### src/sdr_pkg.sv
`timescale 1ns / 1ps

package sdr_pkg;

    // Number of entries in the warm-range exponential table.
    localparam int EXP_TABLE_ENTRIES = 64;
    localparam int EXP_IDX_W         = $clog2(EXP_TABLE_ENTRIES);
    // (T - 20 C) * entries, with T - 20 C below 2^13.
    localparam int EXP_P_W           = 13 + $clog2(EXP_TABLE_ENTRIES);
    // Value divided by 1024 before the divide by five.
    localparam int EXP_V_W           = EXP_P_W - 10;
    // Reciprocal of five, ceil(2^17 / 5); exact for values below 43690.
    localparam logic [14:0] RECIP_5  = 15'd26215;
    localparam int RECIP_SHIFT       = 17;
    localparam int EXP_R_W           = EXP_V_W + 15;
    localparam int EXP_Q_W           = EXP_R_W - RECIP_SHIFT;

    // Temperature factor fits in 20 bits (exp stays below 16 in the table range).
    localparam int FT_W  = 20;
    // Water factor reaches 8 * 2^32.
    localparam int FW_W  = 35;
    // One quotient bit per divider stage.
    localparam int DIV_STEPS = 32;

    // Saturation ratio knees and water factor at the upper knee, Q16.16.
    localparam logic [31:0] X_LOW   = 32'd52429;
    localparam logic [31:0] X_HIGH  = 32'd58982;
    localparam logic [31:0] FW_KNEE = 32'd13107;

    // Temperature breakpoints, Q8.8.
    localparam logic signed [14:0] T_2C  = 15'sd512;
    localparam logic signed [14:0] T_6C  = 15'sd1536;
    localparam logic signed [14:0] T_20C = 15'sd5120;
    localparam logic signed [14:0] T_40C = 15'sd10240;

    // Slopes of the linear temperature branches, Q0.16.
    localparam logic [13:0] C_015 = 14'd9830;
    localparam logic [13:0] C_010 = 14'd6554;

    // Register map and reset values.
    typedef enum logic {
        REG_ALPHA_GAIN,
        REG_K_OVER_DT
    } reg_idx_t;

    localparam logic [15:0] ALPHA_RESET = 16'd6554;
    localparam logic [23:0] KDT_RESET   = 24'd1365;

    typedef struct packed {
        logic [15:0] alpha_gain;
        logic [23:0] k_over_dt;
    } cfg_t;

    // Per-layer values that ride alongside the divider.
    typedef struct packed {
        logic [FT_W-1:0] ft;
        logic [31:0]     cap;
        logic [31:0]     co2;
        logic            hot;
        logic            ws_zero;
    } side_t;

    typedef struct packed {
        logic [31:0] amount;
        logic        hot;
    } res_t;

    typedef logic [31:0] exp_table_t [EXP_TABLE_ENTRIES];

    // Shift-and-subtract quotient, used only while building the table.
    function automatic longint unsigned const_div(longint unsigned num_in,
                                                  longint unsigned den_in);
        longint unsigned quo;
        longint unsigned rem;
        quo = 0;
        rem = 0;
        for (int b = 63; b >= 0; b--)
        begin
            rem = {rem[62:0], num_in[b]};
            if (rem >= den_in)
            begin
                rem    = rem - den_in;
                quo[b] = 1'b1;
            end
        end
        return quo;
    endfunction

    // Builds exp(q) at the midpoint of each table interval, Q16.16 rounded.
    // The quadratic is evaluated exactly and exp is a Taylor sum in Q8.24.
    function automatic exp_table_t build_exp_table();
        exp_table_t      tbl;
        longint unsigned n;
        longint unsigned a;
        longint unsigned num;
        longint unsigned q;
        longint unsigned term;
        longint unsigned sum;
        logic            done;
        n = longint'(EXP_TABLE_ENTRIES);
        for (int i = 0; i < EXP_TABLE_ENTRIES; i++)
        begin
            a    = 2 * n + 2 * longint'(i) + 1;
            num  = 470 * n * n + 193 * a * a - 270 * a * n;
            q    = const_div(num << 24, 1000 * n * n);
            term = 64'd1 << 24;
            sum  = term;
            done = 1'b0;
            for (int k = 1; k <= 40; k++)
            begin
                if (!done)
                begin
                    term = const_div((term * q) >> 24, 64'(k));
                    if (term == 0)
                    begin
                        done = 1'b1;
                    end
                    else
                    begin
                        sum = sum + term;
                    end
                end
            end
            tbl[i] = 32'((sum + 128) >> 8);
        end
        return tbl;
    endfunction

    localparam exp_table_t EXP_TABLE = build_exp_table();

endpackage

### src/sdr_out_buf.sv
`timescale 1ns / 1ps

module sdr_out_buf
    import sdr_pkg::*;
(
    input  logic clk,
    input  logic rst_n,
    input  logic in_valid,
    input  res_t in_res,
    output logic adv,
    output logic out_valid,
    input  logic out_ready,
    output res_t out_res
);

    logic out_valid_reg;
    logic out_valid_next;
    logic skid_valid_reg;
    logic skid_valid_next;
    res_t out_reg;
    res_t skid_reg;
    logic take;
    logic pop;

    // The pipeline moves whenever the skid slot is free, so every word
    // leaving the last stage has a place to land.
    assign adv  = !skid_valid_reg;
    assign take = adv && in_valid;
    assign pop  = out_valid_reg && out_ready;

    always_comb
    begin
        if (skid_valid_reg)
        begin
            out_valid_next  = 1'b1;
            skid_valid_next = !pop;
        end
        else
        begin
            out_valid_next  = take || (out_valid_reg && !pop);
            skid_valid_next = take && out_valid_reg && !pop;
        end
    end

    always_ff @(posedge clk or negedge rst_n)
    begin
        if (!rst_n)
        begin
            out_valid_reg  <= 1'b0;
            skid_valid_reg <= 1'b0;
        end
        else
        begin
            out_valid_reg  <= out_valid_next;
            skid_valid_reg <= skid_valid_next;
        end
    end

    always_ff @(posedge clk)
    begin
        if (skid_valid_reg && pop)
        begin
            out_reg <= skid_reg;
        end
        else if (take && (!out_valid_reg || pop))
        begin
            out_reg <= in_res;
        end

        if (take && out_valid_reg && !pop)
        begin
            skid_reg <= in_res;
        end
    end

    assign out_valid = out_valid_reg;
    assign out_res   = out_reg;

`ifndef NO_ASSERTIONS
    a_skid_behind_out: assert property (@(posedge clk) disable iff (!rst_n)
        skid_valid_reg |-> out_valid_reg)
        else $error("skid word held with no output word");

    a_overflow_to_skid: assert property (@(posedge clk) disable iff (!rst_n)
        (in_valid && !skid_valid_reg && out_valid_reg && !out_ready) |=> skid_valid_reg)
        else $error("stalled word not caught by skid slot");

    a_skid_drains: assert property (@(posedge clk) disable iff (!rst_n)
        (skid_valid_reg && out_ready) |=> (out_valid_reg && !skid_valid_reg))
        else $error("skid word not moved to output");
`endif

endmodule

### config.mk
export PLATFORM = sky130hd
export DESIGN_NAME = sdr_out_buf
export DESIGN_NICKNAME = d
export VERILOG_FILES = /design/src/sdr_pkg.sv /design/src/sdr_out_buf.sv
export SDC_FILE = /design/constraint.sdc
export NUM_CORES = 1
export LEC_CHECK = 0
export ABC_AREA = 1
export BUFFER_PORTS_ARGS = -buffer_cell sky130_fd_sc_hd__buf_2
export CORE_MARGIN = 1
export CORE_UTILIZATION = 50
export DETAILED_ROUTE_END_ITERATION = 6
export PLACE_DENSITY = 0.82
export SKIP_LAST_GASP = 1
export SYNTH_ARGS = -nofsm -noshare
export SYNTH_HDL_FRONTEND = slang
export SYNTH_SLANG_ARGS = --single-unit
### constraint.sdc
create_clock -name clk -period 3 [get_ports clk]
set_input_delay 0.75 -clock clk [delete_from_list [all_inputs] [get_ports clk]]
set_output_delay 0.75 -clock clk [all_outputs]
set_load 0.005 [all_outputs]
### After elaboration in Yosys (flattened, before gate mapping)

Cells that the tools add are included.

| word-level totals | value |
|---|---|
| flip-flop bits (word level) | 68 |
| bits in latches | 0 |
| RAM bits | 0 |
| memory bits (read-only) | 0 |
| bits of input ports | 37 |
| output and inout bits | 35 |
| logic and storage cells | 23 |
| memories | 0 |

| cells by class | value |
|---|---|
| add/subtract/negate cells | 0 |
| multipliers | 0 |
| divide/modulo/power cells | 0 |
| order comparisons | 0 |
| eq/ne operators | 0 |
| shifts and indexed selects | 0 |
| multiplexer cells | 4 |
| bitwise operators | 0 |
| reduce and logical (&&, ||, !) cells | 13 |

Operator list:

| kind | count |
|---|---|
| 33-bit 2-to-1 mux | 2 |
| 1-bit logical AND | 7 |
| 1-bit logical NOT | 3 |
| 1-bit logical OR | 2 |
| 1-bit 2-to-1 mux | 2 |
| 2-bit nonzero test | 1 |

### Logic depth before layout (Yosys ltp)

| depth | value |
|---|---|
| word-level depth | 5 |
| mapped depth | 5 |

### Worst setup path after synthesis

OpenSTA, ideal clock, no wires.

| timing | value |
|---|---|
| kind | in2reg |
| from | in out_ready |
| to | reg out_reg (netlist bit out_res[0]), enable pin |
| arrival time | 1.874 ns |
| required time | 2.609 ns |
| slack | 0.735 ns |
| cell stages on the path | 4 |
| path buffers | 2 |
| cell sequence | buf_4 > nand3_4 > buf_6 > nand2_1 |

| between the ends | value |
|---|---|
| longest elaborated chain between the ends | 4 |
| elaborated cells on any way between the ends | 5 |
| those cells by class | 5 x reduce/logical |

RTL lines:

| item | line | text |
|---|---|---|
| start: declaration | sdr_out_buf.sv:12 | `input logic out_ready,` |
| 1-bit logical AND * | sdr_out_buf.sv:29 | `assign pop = out_valid_reg && out_ready;` |
| 1-bit logical OR | sdr_out_buf.sv:65 | `else if (take && (!out_valid_reg \|\| pop))` |
| 1-bit logical AND | sdr_out_buf.sv:65 |  |
| 2-bit nonzero test (no source line) * | - |  |
| end signal: assignment | sdr_out_buf.sv:63 | `out_reg <= skid_reg;` |
| end signal: assignment | sdr_out_buf.sv:67 | `out_reg <= in_res;` |
| end: declaration | sdr_out_buf.sv:20 | `res_t out_reg;` |

Mark *: on every way between the ends. The rest lies on a longest branch, timed or not.
A chain may end at the register's enable or synchronous reset.

### Worst setup path after layout

| timing | value |
|---|---|
| from | reg out_valid_reg, in the netlist out_valid |
| to | out out_valid |

RTL lines:

| item | line | text |
|---|---|---|
| start: declaration | sdr_out_buf.sv:16 | `logic out_valid_reg;` |
| start signal: assignment | sdr_out_buf.sv:54 | `out_valid_reg <= out_valid_next;` |
| end: declaration | sdr_out_buf.sv:11 | `output logic out_valid,` |

No word-level cell between the ends.

==> results_dict.tcl <==
set metrics [dict create \
    tritoncts_num_sinks 68 \
    grt_setup_unrepaired "false" \
    ys_async_sr_fraction_pct 2.941 \
    synth.yosys.seq_area_share_pct 76.32 \
    cpMaxStageDelayCell "dfrtp_1" \
    num_rows 26 \
    powerDensity_nw_per_um2 690.4 \
    total_power_mw 2.249 \
    synth.distinct_cells 11 \
    fin_util_pct 63.79 \
    netlist.top_cell.by_area "edfxtp_1" \
    first_global_vias 1793 \
    pin_count 72 \
    seqPwrFrac_pct 53.9 \
    initial_antenna_violation_count 0 \
    post-synth-top-count-cell "nand2_1" \
    setup.worst_path.class "flop to output port" \
    setup_viol 0 \
    antenna-diode-count 0 \
    final.setup_skew_ns 0.01007 \
    drc 0 \
    max_cap_violations 0 \
    layout-drive-gt1-share_pct 32.61 \
    clk_pin_slew_ns 0.07 \
    grt_util_all_layers_pct 21.05 \
    cellInternalPower_mw 1.704 \
    overflow 0 \
    element_type_at_the_critical_path_end "output port" \
    syn_area_sq_um 2663 \
    netSwitchingFraction_pct 24.26 \
    total_leakage_power_nw 1.389 \
    timing.critical_path.cells "buf_4, buf_2" \
    dp_slack_ns 0.7745 \
    fin_setup_tns_ns 0 \
    arrival_ns 1.60 \
    final_net_count 308 \
    final_hold_viol_count 0 \
    synth.area.top_cells "edfxtp_1, nand2_1, nand4_1" \
    hold_buffers 0 \
    floorplan.initialDensity_pct 52.13 \
    areaGrowthSynthToFinish_pct 22.37 \
    numCtsBuffers 9 \
    power.switching_uw 545.7 \
    routabilityCongestion 0.7268 \
    worst_ir_drop_vdd_v 0.0003526 \
    setup_ws_ns 0.6545 \
    synthTopCellsByCount "nand2_1, edfxtp_1, nand4_1" \
    syn_avg_cell_area_sq_um 13.45 \
    cell_count_after_synthesis 198 \
    synth_edf_count 66 \
    grt_max_degree 35 \
    dieHeight_microns 74.98 \
    synth_top_area_share_pct 74.44 \
    cts.repair.resized 0 \
    holdCritPathClass "input pin to async pin" \
    slew_headroom_pct 59.33 \
    share_clk_of_total_power_pct 33.4 \
    cp_top_family "flip-flops" \
    yosys_register_bits 68 \
    max_slew.worst_pin.slew_ns 0.6100 \
    period_share_pct 78.18 \
    drt-wirelength-per-cell_microns 15.38 \
    placement.io_buffers 71 \
    fillerInstances 372 \
    fp.dieArea_sq_um 5621 \
    detailedRoute.firstPassIterationCount 4 \
    hpwl_microns 3443 \
    synthesis.nets 235 \
    clkLatencyLatePin_ns 0.35 \
    cts_root_buffer "clkbuf_8" \
    die-width_microns 74.98 \
    run_status "complete, no violations" \
    worstPathBufferInverterCount 2 \
    count_of_vias_placed_by_the_detailed_router 1839 \
    fraction_of_power_consumed_by_combinational_cells_pct 12.8 \
    clock_tree.buffer_depth 2 \
    max_freq_mhz 426.3 \
    first_pass_grt_wire_length_microns 8162 \
    tritoncts "yes" \
    drt-initial-drc-count 144 \
    max_stage_delay_ns 0.71 \
    critical_path_startpoint_category "flop" \
    cts_max_level 3 \
    placeableCoreArea_sq_um 5107 \
    final_max_slew_viol_count 0 \
    detail-route-antenna-nets 0 \
    synth-warning-count 0 \
    minimum_period_implied_by_the_final_worst_setup_slack_ns 2.346 \
    vias_per_cell 5.315 \
    worst_ep_required_time_ns 2.25 \
    finalWirelength_microns 5323 \
    path_max_fanout 23 \
    synth-main-ff-cell "edfxtp_1" \
    cts_setup_buffers 0 \
]
power by group through the flow:
| stage | Sequential (mW) | Clock (mW) | Combinational (mW) |
|---|---|---|---|
| floorplan | 1.22 | 0 | 0.167 |
| CTS | 1.21 | 0.758 | 0.290 |
| detailed placement | 1.23 | 0 | 0.289 |
| finish | 1.21 | 0.750 | 0.288 |
| global placement | 1.23 | 0 | 0.276 |
| global route | 1.22 | 0.794 | 0.320 |
path summary, 6_finish.rpt:
path	endpoint	cells past startpoint	startpoint	slack (ns)
worst max-delay path	out_valid	2	out_valid$_DFF_PN0_	0.65
worst min-delay path	out_valid$_DFF_PN0_	1	rst_n	0.18
worst max register to register	out_res[32]$_DFFE_PP_	3	skid_valid_reg$_DFF_PN0_	0.95
worst min register to register	out_res[18]$_DFFE_PP_	2	skid_reg[18]$_DFFE_PP_	0.55
max in group asynchronous	skid_valid_reg$_DFF_PN0_	1	rst_n	2.72
min in group clk	out_res[18]$_DFFE_PP_	2	skid_reg[18]$_DFFE_PP_	0.55
area by class of cell:
type	instances	area (sq um)	share of cell area (%)
multi-input cells	110	510.5	15.67
clock buffers	14	162.7	4.992
flip-flops and latches	68	2032	62.37
clock inverters	2	33.78	1.037
inverters	5	18.77	0.5760
repair buffers	77	412.9	12.67
well taps	70	87.58	2.688
metal layers:
layer | part of all wire [%] | track usage [%]
met3 | 6.3 | 6.292
met2 | 51 | 33.13
met1 | 38 | 24.04
met5 | 0 | 0
met4 | 4.5 | 16.77
stage by stage:
step	area, sq um	cells	hold WS, ns
floorplan	2663	198	0.4544
global placement	3062	330	0.5229
detailed placement	3062	330	0.5278
CTS	3258	346	0.1690
global route	3258	346	0.1740
finish	3258	346	0.1783
cells by family after synthesis:
kind of cell	synth area share, %
and+or+nand+nor	19.17
buffers and inverters	4.511
DFF	76.32
cells in the final DEF (no fill, tap or decap), drive strengths merged:
cell type,instances
edfxtp,66
nand4,33
bufinv,1
clkbuf,14
nor2,2
clkinv,1
nand2,73
dfrtp,2
inv,5
buf,77
nand3,2
(Power assumes the default switching activity.)
