### src/sdr_pkg.sv
`timescale 1ns / 1ps

package sdr_pkg;

    // Number of entries in the warm-range exponential table.
    localparam int EXP_TABLE_ENTRIES = 64;
    localparam int EXP_IDX_W         = $clog2(EXP_TABLE_ENTRIES);
    // (T - 20 C) * entries, with T - 20 C below 2^13.
    localparam int EXP_P_W           = 13 + $clog2(EXP_TABLE_ENTRIES);
    // Value divided by 1024 before the divide by five.
    localparam int EXP_V_W           = EXP_P_W - 10;
    // Reciprocal of five, ceil(2^17 / 5); exact for values below 43690.
    localparam logic [14:0] RECIP_5  = 15'd26215;
    localparam int RECIP_SHIFT       = 17;
    localparam int EXP_R_W           = EXP_V_W + 15;
    localparam int EXP_Q_W           = EXP_R_W - RECIP_SHIFT;

    // Temperature factor fits in 20 bits (exp stays below 16 in the table range).
    localparam int FT_W  = 20;
    // Water factor reaches 8 * 2^32.
    localparam int FW_W  = 35;
    // One quotient bit per divider stage.
    localparam int DIV_STEPS = 32;

    // Saturation ratio knees and water factor at the upper knee, Q16.16.
    localparam logic [31:0] X_LOW   = 32'd52429;
    localparam logic [31:0] X_HIGH  = 32'd58982;
    localparam logic [31:0] FW_KNEE = 32'd13107;

    // Temperature breakpoints, Q8.8.
    localparam logic signed [14:0] T_2C  = 15'sd512;
    localparam logic signed [14:0] T_6C  = 15'sd1536;
    localparam logic signed [14:0] T_20C = 15'sd5120;
    localparam logic signed [14:0] T_40C = 15'sd10240;

    // Slopes of the linear temperature branches, Q0.16.
    localparam logic [13:0] C_015 = 14'd9830;
    localparam logic [13:0] C_010 = 14'd6554;

    // Register map and reset values.
    typedef enum logic {
        REG_ALPHA_GAIN,
        REG_K_OVER_DT
    } reg_idx_t;

    localparam logic [15:0] ALPHA_RESET = 16'd6554;
    localparam logic [23:0] KDT_RESET   = 24'd1365;

    typedef struct packed {
        logic [15:0] alpha_gain;
        logic [23:0] k_over_dt;
    } cfg_t;

    // Per-layer values that ride alongside the divider.
    typedef struct packed {
        logic [FT_W-1:0] ft;
        logic [31:0]     cap;
        logic [31:0]     co2;
        logic            hot;
        logic            ws_zero;
    } side_t;

    typedef struct packed {
        logic [31:0] amount;
        logic        hot;
    } res_t;

    typedef logic [31:0] exp_table_t [EXP_TABLE_ENTRIES];

    // Shift-and-subtract quotient, used only while building the table.
    function automatic longint unsigned const_div(longint unsigned num_in,
                                                  longint unsigned den_in);
        longint unsigned quo;
        longint unsigned rem;
        quo = 0;
        rem = 0;
        for (int b = 63; b >= 0; b--)
        begin
            rem = {rem[62:0], num_in[b]};
            if (rem >= den_in)
            begin
                rem    = rem - den_in;
                quo[b] = 1'b1;
            end
        end
        return quo;
    endfunction

    // Builds exp(q) at the midpoint of each table interval, Q16.16 rounded.
    // The quadratic is evaluated exactly and exp is a Taylor sum in Q8.24.
    function automatic exp_table_t build_exp_table();
        exp_table_t      tbl;
        longint unsigned n;
        longint unsigned a;
        longint unsigned num;
        longint unsigned q;
        longint unsigned term;
        longint unsigned sum;
        logic            done;
        n = longint'(EXP_TABLE_ENTRIES);
        for (int i = 0; i < EXP_TABLE_ENTRIES; i++)
        begin
            a    = 2 * n + 2 * longint'(i) + 1;
            num  = 470 * n * n + 193 * a * a - 270 * a * n;
            q    = const_div(num << 24, 1000 * n * n);
            term = 64'd1 << 24;
            sum  = term;
            done = 1'b0;
            for (int k = 1; k <= 40; k++)
            begin
                if (!done)
                begin
                    term = const_div((term * q) >> 24, 64'(k));
                    if (term == 0)
                    begin
                        done = 1'b1;
                    end
                    else
                    begin
                        sum = sum + term;
                    end
                end
            end
            tbl[i] = 32'((sum + 128) >> 8);
        end
        return tbl;
    endfunction

    localparam exp_table_t EXP_TABLE = build_exp_table();

endpackage

### src/sdr_divider.sv
`timescale 1ns / 1ps

module sdr_divider
    import sdr_pkg::*;
(
    input  logic        clk,
    input  logic        rst_n,
    input  logic        adv,
    input  logic        in_valid,
    input  logic [31:0] dividend,
    input  logic [15:0] divisor,
    input  side_t       in_side,
    output logic        out_valid,
    output logic [31:0] quotient,
    output side_t       out_side
);

    // Stage inputs, selected from the ports or the previous stage.
    logic        stg_valid [DIV_STEPS];
    logic [15:0] stg_rem   [DIV_STEPS];
    logic [31:0] stg_work  [DIV_STEPS];
    logic [15:0] stg_dvs   [DIV_STEPS];
    side_t       stg_side  [DIV_STEPS];

    logic [16:0] trial     [DIV_STEPS];
    logic        take      [DIV_STEPS];
    logic [15:0] rem_next  [DIV_STEPS];
    logic [31:0] work_next [DIV_STEPS];

    logic        valid_reg [DIV_STEPS];
    logic [15:0] rem_reg   [DIV_STEPS];
    logic [31:0] work_reg  [DIV_STEPS];
    logic [15:0] dvs_reg   [DIV_STEPS];
    side_t       side_reg  [DIV_STEPS];

    always_comb
    begin
        stg_valid[0] = in_valid;
        stg_rem[0]   = '0;
        stg_work[0]  = dividend;
        stg_dvs[0]   = divisor;
        stg_side[0]  = in_side;
        for (int s = 1; s < DIV_STEPS; s++)
        begin
            stg_valid[s] = valid_reg[s-1];
            stg_rem[s]   = rem_reg[s-1];
            stg_work[s]  = work_reg[s-1];
            stg_dvs[s]   = dvs_reg[s-1];
            stg_side[s]  = side_reg[s-1];
        end
    end

    // One restoring step per stage: the dividend shifts out of the work word
    // at the top while quotient bits shift in at the bottom.
    always_comb
    begin
        for (int s = 0; s < DIV_STEPS; s++)
        begin
            trial[s] = {stg_rem[s], stg_work[s][31]};
            take[s]  = (trial[s] >= {1'b0, stg_dvs[s]});
            if (take[s])
            begin
                rem_next[s] = 16'(trial[s] - {1'b0, stg_dvs[s]});
            end
            else
            begin
                rem_next[s] = trial[s][15:0];
            end
            work_next[s] = {stg_work[s][30:0], take[s]};
        end
    end

    always_ff @(posedge clk or negedge rst_n)
    begin
        if (!rst_n)
        begin
            for (int s = 0; s < DIV_STEPS; s++)
            begin
                valid_reg[s] <= 1'b0;
            end
        end
        else if (adv)
        begin
            for (int s = 0; s < DIV_STEPS; s++)
            begin
                valid_reg[s] <= stg_valid[s];
            end
        end
    end

    always_ff @(posedge clk)
    begin
        if (adv)
        begin
            for (int s = 0; s < DIV_STEPS; s++)
            begin
                rem_reg[s]  <= rem_next[s];
                work_reg[s] <= work_next[s];
                dvs_reg[s]  <= stg_dvs[s];
                side_reg[s] <= stg_side[s];
            end
        end
    end

    assign out_valid = valid_reg[DIV_STEPS-1];
    assign quotient  = work_reg[DIV_STEPS-1];
    assign out_side  = side_reg[DIV_STEPS-1];

endmodule

### config.mk
export PLATFORM = sky130hd
export DESIGN_NAME = sdr_divider
export DESIGN_NICKNAME = d
export VERILOG_FILES = /design/src/sdr_pkg.sv /design/src/sdr_divider.sv
export SDC_FILE = /design/constraint.sdc
export NUM_CORES = 2
export LEC_CHECK = 0
export BUFFER_PORTS_ARGS = -buffer_cell sky130_fd_sc_hd__buf_2
export CAP_MARGIN = 25
export CORE_ASPECT_RATIO = 1.1
export CORE_MARGIN = 3
export CORE_UTILIZATION = 55
export DETAILED_ROUTE_END_ITERATION = 7
export HOLD_SLACK_MARGIN = 0.02
export MAX_ROUTING_LAYER = met4
export PLACE_DENSITY = 0.82
export REMOVE_ABC_BUFFERS = 1
export SETUP_SLACK_MARGIN = 0.05
export SLEW_MARGIN = 20
export SYNTH_ARGS = -nofsm -noshare
export SYNTH_HDL_FRONTEND = slang
export SYNTH_MEMORY_MAX_BITS = 65536
export SYNTH_SLANG_ARGS = --single-unit
### constraint.sdc
create_clock -name clk -period 3.5 [get_ports clk]
set_clock_uncertainty 0.1 [all_clocks]
set_input_delay 0.7 -clock clk [delete_from_list [all_inputs] [get_ports clk]]
set_output_delay 0.7 -clock clk [all_outputs]
set_load 0.05 [all_outputs]
### Word-level counts from Yosys, hierarchy flattened

Memories as Yosys holds them, arrays and structs flattened.
Index checks and enable logic that the tools add are counted.

* bits in latches: 0
* word-level logic and storage cells: 134
* output and inout port bits: 119
* bits in writable memories: 4800
* memories kept: 4
* bits in read-only memories: 0
* input port bits: 138
* register bits: 32

Memories
* side_reg: words 32, width 86, read ports 32, clocked after Yosys merged registers in 0, wr ports 32, RTL line sdr_divider.sv:34 `side_t side_reg [DIV_STEPS];`
* work_reg: words 32, width 32, read ports 32, clocked after Yosys merged registers in 0, wr ports 32, RTL line sdr_divider.sv:32 `logic [31:0] work_reg [DIV_STEPS];`
* dvs_reg: words 32, width 16, read ports 31, clocked after Yosys merged registers in 0, wr ports 32, RTL line sdr_divider.sv:33 `logic [15:0] dvs_reg [DIV_STEPS];`
* rem_reg: words 32, width 16, read ports 31, clocked after Yosys merged registers in 0, wr ports 32, RTL line sdr_divider.sv:31 `logic [15:0] rem_reg [DIV_STEPS];`

* multipliers: 0
* $lt $le $gt $ge: 32
* shift-type cells: 0
* equal/unequal tests: 0
* muxes and demuxes: 34
* reduce and logical (&&, ||, !) cells: 0
* add/sub/neg operators: 32
* divide/modulo/power cells: 0
* bitwise logic cells: 0

Operators with widths (count)
* 17-bit by 16-bit greater-or-equal comparator with 1-bit output: 31
* 16-bit two-way mux: 32
* 16-bit subtractor: 31
* 1-bit by 16-bit greater-or-equal comparator with 1-bit output: 1
* 1-bit by 16-bit subtractor with 16-bit output: 1
* 1-bit two-way mux: 2

### Longest topological paths before layout

An unclocked memory read counts as a cell.

* depth after elaboration: 3
* mapped depth: 13

### Worst setup path before layout

OpenSTA, ideal clock, no wires.

* path type: flip-flop to flip-flop
* from: memory dvs_reg[24][1] (netlist: dvs_reg[1][129])
* to: memory rem_reg[25][8] (netlist: rem_reg[1][152]) (data pin)
* required time: 3.138 ns
* clock period less this slack: 3.222 ns
* path buffers: 1
* stages on the path, launching flop included: 13
* slack: 0.278 ns
* setup time: 0.262 ns
* arrival: 2.860 ns
* cell sequence: edfxtp_1 inv_1 ha_1 nor2b_1 o21ai_1 nand2b_1 a221oi_2 a21oi_1 o2111ai_1 a21oi_1 a2111oi_4 buf_6 mux2_1

RTL lines (RTL line)
* from (decl): sdr_divider.sv:33
* to (decl): sdr_divider.sv:31

==> metrics.yaml <==
critical_path:
  startpoint: "dvs_reg[0][246]"
  cp-end-kind: "register"
  cp.required_ps: 4160
  path_max_fanout: 14
  reg2reg_from: "dvs_reg[0][246]"
  reg2reg_depth: 12
  worst_setup_path_start_kind: "register"
  crit_chain: "inv_1 > ha_1 > a21o_1 > a221o_1 > a21o_1 > o311ai_2 > buf_4 > a31oi_1 > a211oi_1 > o21a_2 > buf_4 > mux2i_2"
  crit_buf_inv: 3
  cpPeakStageDelay_ps: 370
  worstSetupPathType: "register to register"
  worstPathArrival_ps: 4000
  r2r-end: "rem_reg[1][0]"
  rrSetupSlack_ps: 160
  slowest_stage: "edfxtp_1"
  critPathTopFamily: "compound AO/OA/AOI/OAI gates"
sta:
  slew_headroom: 0.4005
  rsz0062_at_grt: "no"
  finalSetupViolations: 0
  post-route-period-util: 0.9538
  fin_crit_ps: 3338
  finalHoldViolations: 0
  setup_tns_ps: 0
  setup_ws_ps: 161.9
  tightest_slew_ps: 899.2
  fmax_ghz: 0.2996
  finalMaxSlewViolations: 0
finish:
  final_common_cell: "edfxtp_1"
  final_cell_area_sq_mm: 0.1973
  multi_input_area_sq_mm: 0.02631
  fill_cells: 20700
  largest_reg_flops: 2752
  regArea_sq_mm: 0.1440
  fin_cells: 14450
  area_delta_synth_final_pct: 13.70
  mostFrequentLayoutCells: "edfxtp_1 (4,768), inv_1 (626), ha_1 (497)"
  drive_gt1_frac: 0.1222
  fin_nets: 10620
placement:
  dp_slack_ps: 75.11
  placedCellCount: 13500
  postPlaceCellArea_sq_mm: 0.1813
  dp_hpwl_mm: 182.8
  gp_congestion: 0.8807
  portBuffers: 256
cts:
  cts_max_level: 5
  cts.sinks: 4800
  clk-insertion-delay-late_ps: 980
  clockBufferDepth: 4
  clkSlewWorstSetupHoldPaths_ps: 80
  clockRootBuffer: "clkbuf_16"
  cts_tree: "done"
  cts_buffers: 439
grt:
  antenna_found_initial: 6
  grt_pass1_vias: 81890
  track_usage: 0.1997
  grt-ovfl-total: 0
  grt_max_degree: 154
  grt_pass1_wl_mm: 483.0
power_and_ir_drop:
  power_frac_comb: 0.201
  power.switching_mw: 42.24
  vdd_drop_max_mv: 0.4929
  p_per_area_mw_per_mm2: 784.5
  switching_share: 0.2729
  seqPwrFrac: 0.486
  p_int_mw: 112.5
  power.leakage_nw: 71.94
  power_frac_clock: 0.312
synthesis:
  async_reset_ff_frac: 0.006667
  synth_seq_area_share: 0.8298
  synth_seq_cells: 4800
  ys_types: 79
  syn_area_sq_mm: 0.1735
  synthCells: 9084
  synth_area_leader_cell: "edfxtp_1"
  synth_top_family_by_area: "compound AO/OA/AOI/OAI gates"
  synthSimpleGateAreaFrac: 0.03094
  synthAdderAreaFrac: 0.03937
  synth_xor_area_frac: 0.01752
  synth_top_area_frac: 0.8252
  synth-edff-count: 4768
  yosys-top-cells-area: "edfxtp_1 (83%), ha_1 (3.6%), inv_1 (1.4%)"
  avgSynthCellArea_sq_um: 19.10
  yosysWarnings: 0
  synth_mux_area_frac: 0.01959
  synth_flop_cell: "edfxtp_1"
  synth_compound_area_frac: 0.04325
floorplan:
  die_h_um: 595.1
  die_area_sq_mm: 0.3222
  fp.dieW_um: 541.5
  fp-row-count: 215
  coreArea_sq_mm: 0.3129
  io_pins: 257
  start_util: 0.5546
drt:
  ant_nets: 0
  vias: 78090
  routed_via_density: 5.403
  route.detailed.drc: 0
  drt-total-wl_mm: 313.8
  drt_iter0_markers: 6346
  drtPass1Iterations: 6
  routedWlPerCell_um: 21.71
job:
  cap_viol_max_count: 0
min_path:
  min_path_type: "primary input to asynchronous set/reset pin"
status:
  status: "finished clean"
==> timing repair <==
item	4_1_cts	5_1_grt
resized for setup	1	25
pin swaps	0	2
hold buffers	137	0
endpoints found under the setup margin	1	109
hold endpoints to repair	187	0
buffers inserted	0	3
==> final cells by class <==
type | count | area share
sequential | 4800 | 0.7299
multi-input combinational | 3482 | 0.1334
clock buffer | 526 | 0.05798
tap | 4123 | 0.02615
timing repair buffer | 594 | 0.02522
clock inverter | 289 | 0.01529
inverter | 636 | 0.01210
antenna | 2 | 0.00002537
==> kinds of logic after synthesis <==
family	Yosys count
mux	304
simple gates	1122
buf+inv	802
flops	4800
compound gates	1181
fa+ha+maj	528
xor+xnor	347
==> worst max path at each step <==
stage / endpoint / slack [ps] / cells past startpoint
final: rem_reg[1][0] / 160 / 12
after global routing: rem_reg[1][0] / 30 / 12
after CTS: rem_reg[1][100] / 50 / 9
after detailed placement: rem_reg[1][106] / 80 / 10
after global placement: rem_reg[0][53] / 150 / 11
after floorplan: rem_reg[0][132] / -110 / 9
==> layer usage <==
layer  global-route usage  wire length, um  part of all wire  vias up
li1                     -                -                 -    36490
met1               0.2395           124200              0.40    39170
met2               0.3512           167300              0.53     1784
met3              0.02684            11740             0.037      641
met4              0.06406            10560             0.034        0
met5                    -                0                 0        -
==> power groups by stage <==
stage	clock (mW)	sequential [mW]	combinational, mW
after global placement	0	76.0	29.5
after global routing	51.7	75.8	34.7
after detailed placement	0	76.3	30.4
after floorplan	0	74.8	21.7
final	48.3	75.3	31.2
after CTS	49.6	75.4	31.0
==> worst reg2reg max path: cells and delay by family (launching register included) <==
family / cells / cell delay (ps)
compound gates: 7 / 1590
fa+ha+maj: 1 / 350
buf+inv: 3 / 460
flops: 1 / 370
mux: 1 / 280
==> cell usage after synthesis (70+ instances only) <==
cell and number:
a21o_1 160, nand2_1 363, nand4_1 76, nand2b_1 78, nor3_1 91, xor2_1 141, xnor2_1 206, mux2_2 97
inv_1 626, edfxtp_1 4768, o21ai_0 155, buf_4 86, o21ai_1 209, nor2_1 248, mux2_1 159, nor2b_1 70
a21oi_1 251, ha_1 498
==> per-stage QoR <==
| stage | utilization | hold slack [ps] | power [mW] |
|---|---|---|---|
| floorplan | - | 300.3 | 96.57 |
| global placement | 0.5795 | 300.2 | 105.5 |
| detailed placement | 0.5795 | 304.5 | 106.7 |
| CTS | 0.6301 | 204.9 | 156.0 |
| global route | 0.6305 | 257.9 | 162.2 |
| finish | 0.6305 | 218.8 | 154.8 |
No activity file was read; power rests on OpenSTA's default activity.
