<file path="config.mk">
export PLATFORM = sky130hd
export DESIGN_NAME = sdr_cfg
export DESIGN_NICKNAME = d
export VERILOG_FILES = /design/src/sdr_pkg.sv /design/src/sdr_cfg.sv
export SDC_FILE = /design/constraint.sdc
export NUM_CORES = 1
export LEC_CHECK = 0
export ABC_AREA = 0
export ABC_CLOCK_PERIOD_IN_PS = 1950
export BUFFER_PORTS_ARGS = -buffer_cell sky130_fd_sc_hd__buf_2
export CAP_MARGIN = 20
export CORE_UTILIZATION = 46
export CTS_CLUSTER_SIZE = 20
export DETAILED_ROUTE_END_ITERATION = 8
export GPL_TIMING_DRIVEN = 0
export PLACE_DENSITY = 0.84
export SYNTH_ARGS = -nofsm -noshare
export SYNTH_HDL_FRONTEND = slang
export SYNTH_SLANG_ARGS = --single-unit
export TNS_END_PERCENT = 100
</file>
<file path="constraint.sdc">
create_clock -name clk -period 1.95 [get_ports clk]
set_clock_uncertainty 0.2 [all_clocks]
set_input_delay 0.2925 -clock clk [delete_from_list [all_inputs] [get_ports clk]]
set_output_delay 0.2925 -clock clk [all_outputs]
set_load 0.03 [all_outputs]
</file>
<file path="src/sdr_pkg.sv">
`timescale 1ns / 1ps

package sdr_pkg;

    // Number of entries in the warm-range exponential table.
    localparam int EXP_TABLE_ENTRIES = 64;
    localparam int EXP_IDX_W         = $clog2(EXP_TABLE_ENTRIES);
    // (T - 20 C) * entries, with T - 20 C below 2^13.
    localparam int EXP_P_W           = 13 + $clog2(EXP_TABLE_ENTRIES);
    // Value divided by 1024 before the divide by five.
    localparam int EXP_V_W           = EXP_P_W - 10;
    // Reciprocal of five, ceil(2^17 / 5); exact for values below 43690.
    localparam logic [14:0] RECIP_5  = 15'd26215;
    localparam int RECIP_SHIFT       = 17;
    localparam int EXP_R_W           = EXP_V_W + 15;
    localparam int EXP_Q_W           = EXP_R_W - RECIP_SHIFT;

    // Temperature factor fits in 20 bits (exp stays below 16 in the table range).
    localparam int FT_W  = 20;
    // Water factor reaches 8 * 2^32.
    localparam int FW_W  = 35;
    // One quotient bit per divider stage.
    localparam int DIV_STEPS = 32;

    // Saturation ratio knees and water factor at the upper knee, Q16.16.
    localparam logic [31:0] X_LOW   = 32'd52429;
    localparam logic [31:0] X_HIGH  = 32'd58982;
    localparam logic [31:0] FW_KNEE = 32'd13107;

    // Temperature breakpoints, Q8.8.
    localparam logic signed [14:0] T_2C  = 15'sd512;
    localparam logic signed [14:0] T_6C  = 15'sd1536;
    localparam logic signed [14:0] T_20C = 15'sd5120;
    localparam logic signed [14:0] T_40C = 15'sd10240;

    // Slopes of the linear temperature branches, Q0.16.
    localparam logic [13:0] C_015 = 14'd9830;
    localparam logic [13:0] C_010 = 14'd6554;

    // Register map and reset values.
    typedef enum logic {
        REG_ALPHA_GAIN,
        REG_K_OVER_DT
    } reg_idx_t;

    localparam logic [15:0] ALPHA_RESET = 16'd6554;
    localparam logic [23:0] KDT_RESET   = 24'd1365;

    typedef struct packed {
        logic [15:0] alpha_gain;
        logic [23:0] k_over_dt;
    } cfg_t;

    // Per-layer values that ride alongside the divider.
    typedef struct packed {
        logic [FT_W-1:0] ft;
        logic [31:0]     cap;
        logic [31:0]     co2;
        logic            hot;
        logic            ws_zero;
    } side_t;

    typedef struct packed {
        logic [31:0] amount;
        logic        hot;
    } res_t;

    typedef logic [31:0] exp_table_t [EXP_TABLE_ENTRIES];

    // Shift-and-subtract quotient, used only while building the table.
    function automatic longint unsigned const_div(longint unsigned num_in,
                                                  longint unsigned den_in);
        longint unsigned quo;
        longint unsigned rem;
        quo = 0;
        rem = 0;
        for (int b = 63; b >= 0; b--)
        begin
            rem = {rem[62:0], num_in[b]};
            if (rem >= den_in)
            begin
                rem    = rem - den_in;
                quo[b] = 1'b1;
            end
        end
        return quo;
    endfunction

    // Builds exp(q) at the midpoint of each table interval, Q16.16 rounded.
    // The quadratic is evaluated exactly and exp is a Taylor sum in Q8.24.
    function automatic exp_table_t build_exp_table();
        exp_table_t      tbl;
        longint unsigned n;
        longint unsigned a;
        longint unsigned num;
        longint unsigned q;
        longint unsigned term;
        longint unsigned sum;
        logic            done;
        n = longint'(EXP_TABLE_ENTRIES);
        for (int i = 0; i < EXP_TABLE_ENTRIES; i++)
        begin
            a    = 2 * n + 2 * longint'(i) + 1;
            num  = 470 * n * n + 193 * a * a - 270 * a * n;
            q    = const_div(num << 24, 1000 * n * n);
            term = 64'd1 << 24;
            sum  = term;
            done = 1'b0;
            for (int k = 1; k <= 40; k++)
            begin
                if (!done)
                begin
                    term = const_div((term * q) >> 24, 64'(k));
                    if (term == 0)
                    begin
                        done = 1'b1;
                    end
                    else
                    begin
                        sum = sum + term;
                    end
                end
            end
            tbl[i] = 32'((sum + 128) >> 8);
        end
        return tbl;
    endfunction

    localparam exp_table_t EXP_TABLE = build_exp_table();

endpackage

</file>
<file path="src/sdr_cfg.sv">
`timescale 1ns / 1ps

module sdr_cfg
    import sdr_pkg::*;
(
    input  logic        clk,
    input  logic        rst_n,
    input  logic        psel,
    input  logic        penable,
    input  logic        pwrite,
    input  logic [2:0]  paddr,
    input  logic [31:0] pwdata,
    output logic [31:0] prdata,
    output logic        pready,
    output cfg_t        cfg
);

    logic        wr_en;
    reg_idx_t    reg_idx;
    logic [15:0] alpha_reg;
    logic [15:0] alpha_next;
    logic [23:0] kdt_reg;
    logic [23:0] kdt_next;

    assign pready  = 1'b1;
    assign wr_en   = psel && penable && pwrite;
    assign reg_idx = reg_idx_t'(paddr[2]);

    // Register write decode.
    always_comb
    begin
        alpha_next = alpha_reg;
        kdt_next   = kdt_reg;
        if (wr_en)
        begin
            unique case (reg_idx)
                REG_ALPHA_GAIN: alpha_next = pwdata[15:0];
                REG_K_OVER_DT:  kdt_next   = pwdata[23:0];
            endcase
        end
    end

    always_ff @(posedge clk or negedge rst_n)
    begin
        if (!rst_n)
        begin
            alpha_reg <= ALPHA_RESET;
            kdt_reg   <= KDT_RESET;
        end
        else
        begin
            alpha_reg <= alpha_next;
            kdt_reg   <= kdt_next;
        end
    end

    // Read-back mux.
    always_comb
    begin
        unique case (reg_idx)
            REG_ALPHA_GAIN: prdata = {16'd0, alpha_reg};
            REG_K_OVER_DT:  prdata = {8'd0, kdt_reg};
        endcase
    end

    assign cfg.alpha_gain = alpha_reg;
    assign cfg.k_over_dt  = kdt_reg;

endmodule

</file>
* Yosys cells after proc, flatten, opt, wreduce, memory -nomap -nowiden
Cells that the tools add are included.
Word-level totals: flip-flop bits (word level) 40, memories 0, logic and storage cells 8, bits of input ports 40, ROM bits 0, memory bits (writable) 0, output and inout port bits 73, bits in latches 0
Cells by class: equal/unequal tests 0, shifts and indexed selects 0, divide/modulo/power cells 0, order comparisons 0, reductions and logical operators 4, bitwise gates (word level) 1, multiplexer cells 1, add/sub/neg operators 0, multipliers 0
Operators by type and width (count):
- $pmux 32 s2 | 1
- $reduce_and 2->1 | 2
- $logic_and 1x1->1 | 2
- $not 1->1 | 1

* Depth between registers and ports, before layout
Gate-level depths: netlist (run 1).
word-level depth 3, depth in mapped cells 4

* Least setup slack after synthesis (run 1)
Ideal clock, no wire load.
path type in2out, start point input port paddr[2], end point output port prdata[14], setup slack 400 ps, buffers on the path 2, data arrival time 1058 ps, stages 3, cells stage by stage buf_6 > clkbuf_1 > mux2_2
Between the ends: word-level cells in the longest chain between the ends 2
RTL lines:
- start, declared | RTL line sdr_cfg.sv:11 | input logic [2:0] paddr,
- $not 1->1 (no line)
- $pmux 32 s2 * | RTL line sdr_cfg.sv:60 | unique case (reg_idx)
- end, declared | RTL line sdr_cfg.sv:13 | output logic [31:0] prdata,
Every way passes the cells marked *; elsewhere a longest branch is shown, timed or not. The select of a mux whose other input is x is not followed.

* Worst setup path after layout (run 1)
Ends and elaborated chain as after synthesis.

==> qor.txt, run 1 <==
FF/Latch Area = 1020 sq um
Setup crit end kind = primary output
RSZ-0062 raised after global routing = false
Largest net degree at the start of global routing = 41
Syn avg cell area = 15.5 sq um
Post-CTS Hold Buffers = 1
Maximum fanout along the worst path = 10
Initial Util = 0.477
Multi-input gate area = 797 sq um
DR vias/cell = 4.61
Clock buffer count from CTS = 5
Total wire length = 3670 um
Setup TNS = 0 ns
Iteration-0 DRC Markers = 25
Dominant cell type by area after synthesis = dfrtp_1
Yosys reg bits = 40
Clk sinks = 40
Vias = 1,296
All-layer global routing usage = 0.180
Internal power = 1.78 mW
WS Path Type = in2out
GRT overflow = 0
Lkg Pwr = 1.33 nW
Row count = 23
Commonest non-fill, non-tap cell in the layout = buf_2
Fillers = 334
Max FFs per register = 24
Crit path required time = 1.46 ns
Layout cell share with drive strength beyond 1 = 0.792
Final ANT Viol Nets = 0
Clock buffer depth = 2
Layout Nets = 270
Combinational Power Share = 0.432
Sequential Power Share = 0.394
Initial DRT Pass Iterations = 4
Layout area overhead = 33.6%
Antenna cell count = 0
I/O Pins = 113
Fmax = 0.568 GHz
Clock H-tree levels = 2
CTS Root Cell = clkbuf_8
Rel. slew slack = 0.435
Setup Fix Bufs, Post-CTS = 0
Final HPWL DP = 2710 um
Placer Congestion = 0.655
Die Area = 4410 sq um
Pwr/cell area = 1180 nW/um^2
Final setup fails = 0
Max cap viols = 0
Hold Crit Class = in2reg
First-pass GRT wire length = 5680 um
Skew-Pair Late Insertion Delay = 0.29 ns
Post-synth cell types = 12
CTS tree = built
Vias in the first global route = 1,175
Seq/Total Area, Yosys = 0.533
Post-Synthesis Cells = 123
Commonest non-fill, non-tap cells in the layout = buf_2, mux2_2, dfrtp_1
WHS = 0.0303 ns
Crit path time final = 1.76 ns
Port buffer count = 92
Net Switching = 1.24 mW
Sw Share = 0.410
Final hold vios = 0
CTS resizes = 0
Die H = 66.4 um
Drt drc = 0
Max VDD drop = 0.696 mV
Reg clk slew, reported paths = 0.08 ns
Worst EP arrival = 1.27 ns
Cell area after synthesis = 1910 sq um
Chip width = 66.4 um
Status = complete, no violations
Synth Warn # = 0
Top cell type's share of synthesized area = 0.354
Slew @ Worst Pin = 0.847 ns
Period Utilization, post-route = 0.903
Startpoint Class = primary input
Routed len/inst = 13.1 um
Number of antenna violations at the first check in global routing = 0
CORE AREA = 4000 sq um
Max Transition Viols Final = 0
Clock power frac = 0.174
Top cells by area, synth = dfrtp_1, mux2_2, dfstp_2
==> layout make-up <==
cell class | instances | share of cell area
multi-input cells | 75 | 0.313
plain buffers | 15 | 0.0476
repair buffers | 93 | 0.184
flip-flops and latches | 40 | 0.399
well taps | 50 | 0.0245
clock inverters | 1 | 0.00196
clock buffers | 7 | 0.0299
==> power by group through the flow <==
stage	logic, mW	registers [mW]	clock network [mW]
after floorplan	0.573	1.56	0
after global routing	1.38	1.22	0.579
final	1.30	1.19	0.524
after global placement	1.29	1.19	0
after CTS	1.32	1.19	0.548
after detailed placement	1.31	1.20	0
==> synth_stat cells, drive strengths merged <==
cell type	number
mux2	56
dfrtp	27
buf	14
dfstp	13
and2	8
conb	2
clkbuf	1
nand4	1
nand4b	1
==> path summary, 6_finish.rpt <==
path	slack, ns	to	depth (start not counted)	start
min	0.03	kdt_reg[19]	2	pwdata[19]
min reg2reg	0.33	kdt_reg[19]	1	kdt_reg[19]
min in group asynchronous	0.46	kdt_reg[23]	2	rst_n
max reg2reg	0.96	kdt_reg[3]	1	kdt_reg[3]
max in group asynchronous	0.55	kdt_reg[16]	2	rst_n
max	0.19	prdata[14]	4	paddr[2]
==> metal layers <==
layer  global-route usage  vias up  share of wire
li1                     -      622              -
met1                0.219      603           0.43
met2                0.291       67           0.48
met3               0.0483        4          0.080
met4               0.0878        0         0.0095
met5                    0        -              0
==> worst max-delay path: stages <==
cell and delay, ns:
buf_6 0.11, clkbuf_1 0.31, mux2_2 0.38, buf_2 0.17
==> stage by stage <==
stage	setup slack, ns	utilization	area, sq um	power [mW]	cells
floorplan	0.400	-	1940	2.14	130
global placement	0.179	0.615	2460	2.48	272
detailed placement	0.169	0.615	2460	2.51	272
CTS	0.165	0.637	2550	3.05	281
global route	0.103	0.637	2550	3.18	281
finish	0.189	0.637	2550	3.02	281
==> cell families after synthesis <==
family                 count (synthesis)  share of synthesized area
muxes                                 56                      0.350
DFF                                   40                      0.533
buffers and inverters                 15                     0.0636
and+or+nand+nor                       10                     0.0498
other                                  2                    0.00393
No activity file was read; power rests on OpenSTA's default activity.
==> inputs of run 2 (changes only) <==
- ABC_CLOCK_PERIOD_IN_PS: 1950 -> 1790
- CORE_UTILIZATION: 46 -> 43
- PLACE_DENSITY: 0.84 -> 0.79
- clock period: 1.95 -> 1.79 ns (I/O delays scaled with it)
==> run 2 against run 1 <==
  * Routed wire length grew 4.0%
  * Cell area is essentially flat
  * Die area increased by 6.8%
  * Sequential power increased by 9%
  * Core utilization decreased by 2.2 points
  * Critical path type unchanged
==> qor.txt, run 2 (synthesis results as in run 1) <==
Status = complete, no violations (unchanged)
Initial Util = 0.461 (was 0.477)
WS Path Type = in2out (unchanged)
Post-CTS Hold Buffers = 1 (unchanged)
Drt drc = 0 (unchanged)
Clock buffer depth = 2 (unchanged)
Setup TNS = 0 ns (unchanged)
Largest net degree at the start of global routing = 41 (unchanged)
Pwr/cell area = 1280 nW/um^2 (was 1180 nW/um^2)
Fmax = 0.581 GHz
Worst flop-to-flop path endpoint = alpha_reg[15] (was kdt_reg[3])
Startpoint Class = primary input (unchanged)
Crit path required time = 1.32 ns (was 1.46 ns)
Commonest non-fill, non-tap cell in the layout = buf_2 (unchanged)
Combinational Power Share = 0.434 (was 0.432)
Setup Fix Bufs, Post-CTS = 0 (unchanged)
Setup crit end kind = primary output (unchanged)
Reg clk slew, reported paths = 0.07 ns (was 0.08 ns)
R2r worst-path depth = 1 (unchanged)
GRT overflow = 0 (unchanged)
CORE AREA = 4140 sq um (was 4000 sq um)
Hold Crit Class = in2reg (unchanged)
Initial DRT Pass Iterations = 2 (was 4)
CTS resizes = 0 (unchanged)
CTS tree = built (unchanged)
Hold depth = 2 (unchanged)
Final Non-Filler Cells = 281 (unchanged)
Commonest non-fill, non-tap cells in the layout = buf_2, mux2_2, dfrtp_1 (unchanged)
Vias = 1,314 (was 1,296)
Sequential Power Share = 0.396 (was 0.394)
Iteration-0 DRC Markers = 43 (was 25)
Maximum fanout along the worst path = 10 (unchanged)
Total wire length = 3820 um (was 3670 um)
Placer Congestion = 0.665 (was 0.655)
Crit path time final = 1.72 ns
Placed Area = 2460 sq um (unchanged)
Sw Share = 0.407 (was 0.410)
Final hold vios = 0 (unchanged)
Chip width = 68.6 um (was 66.4 um)
I/O Pins = 113 (unchanged)
Final ANT Viol Nets = 0 (unchanged)
Number of antenna violations at the first check in global routing = 0 (unchanged)
Slew @ Worst Pin = 0.874 ns (was 0.847 ns)
R2r setup slk = 0.81 ns (was 0.96 ns)
Layout area overhead = 33.5% (was 33.6%)
Final setup fails = 0 (unchanged)
Max VDD drop = 0.750 mV (was 0.696 mV)
Row count = 23 (unchanged)
Lkg Pwr = 1.33 nW (about the same)
DP Cell Count = 272 (unchanged)
Routed len/inst = 13.6 um (was 13.1 um)
Max FFs per register = 24 (unchanged)
Period Utilization, post-route = 0.962
Internal power = 1.94 mW (was 1.78 mW)
Net Switching = 1.33 mW (was 1.24 mW)
Worst setup path endpoint = prdata[15] (was prdata[14])
R2R Path Start = alpha_reg[15] (was kdt_reg[3])
Die H = 68.6 um (was 66.4 um)
First-pass GRT wire length = 5640 um (was 5680 um)
Layout cell share with drive strength beyond 1 = 0.788 (was 0.792)
Final HPWL DP = 2810 um (was 2710 um)
Die Area = 4710 sq um (was 4410 sq um)
WHS = 0.0165 ns (was 0.0303 ns)
Post-Layout Inst Area = 2550 sq um (about the same)
RSZ-0062 raised after global routing = false (unchanged)
CP startpoint = paddr[2] (unchanged)
Clock buffer count from CTS = 5 (unchanged)
CTS Root Cell = clkbuf_8 (unchanged)
Antenna cell count = 0 (unchanged)
Rel. slew slack = 0.418 (was 0.435)
All-layer global routing usage = 0.167 (was 0.180)
Worst EP arrival = 1.25 ns (was 1.27 ns)
DR vias/cell = 4.68 (was 4.61)
Port buffer count = 92 (unchanged)
Vias in the first global route = 1,166 (was 1,175)
Max cap viols = 0 (unchanged)
Clk sinks = 40 (unchanged)
Final Power = 3.27 mW (was 3.02 mW)
Max Transition Viols Final = 0 (unchanged)
Clock H-tree levels = 2 (unchanged)
Layout Nets = 270 (unchanged)
Skew-Pair Late Insertion Delay = 0.28 ns (was 0.29 ns)
Clock power frac = 0.169 (was 0.174)
-- run 2: cell types whose count changed in the layout (fill, tap and decap cells not counted), sizes merged --
cell	delta
clkinv	-1
clkbuf	+1
-- run 2: cell type report --
class,count,area (sq um)
Tap cell,50,62.6
Timing Repair Buffer,93,470
Multi-Input combinational cell,75,797
Fill cell,339,1600
Clock buffer,8,80.1
Buffer,15,121
Sequential cell,40,1020
-- run 2: how the worst min path moves through the flow --
stage | startpoint | endpoint
finish | pwdata[19] | kdt_reg[19]
global route | pwdata[20] | kdt_reg[20]
CTS | pwdata[19] | kdt_reg[19]
detailed placement | rst_n | alpha_reg[0]
global placement | rst_n | kdt_reg[19]
floorplan | rst_n | alpha_reg[0]
-- run 2: per-layer routing --
layer  track usage  vias up  part of all wire  wire length, um
met3        0.0543        0             0.079              300
met5             0        -                 0                0
met2         0.272       74              0.45             1720
met1         0.215      616              0.47             1800
li1              -      624                 -                -
met4        0.0391        0                 0                0
-- run 2: metrics by stage --
stage,utilization,setup slack [ns]
floorplan,-,0.288
global placement,0.593,0.0650
detailed placement,0.593,0.0512
CTS,0.615,0.0442
global route,0.615,0.0155
finish,0.615,0.0686
-- run 2: critical path: stages --
cell and delay [ns]:
buf_6 0.12, clkbuf_1 0.30, mux2_2 0.38, buf_2 0.18
-- run 2: power groups by stage --
stage / clock network [mW] / logic [mW] / registers, mW
after floorplan: 0 / 0.624 / 1.70
after global placement: 0 / 1.41 / 1.30
after detailed placement: 0 / 1.43 / 1.31
after CTS: 0.578 / 1.43 / 1.30
after global routing: 0.616 / 1.51 / 1.33
final: 0.555 / 1.42 / 1.30
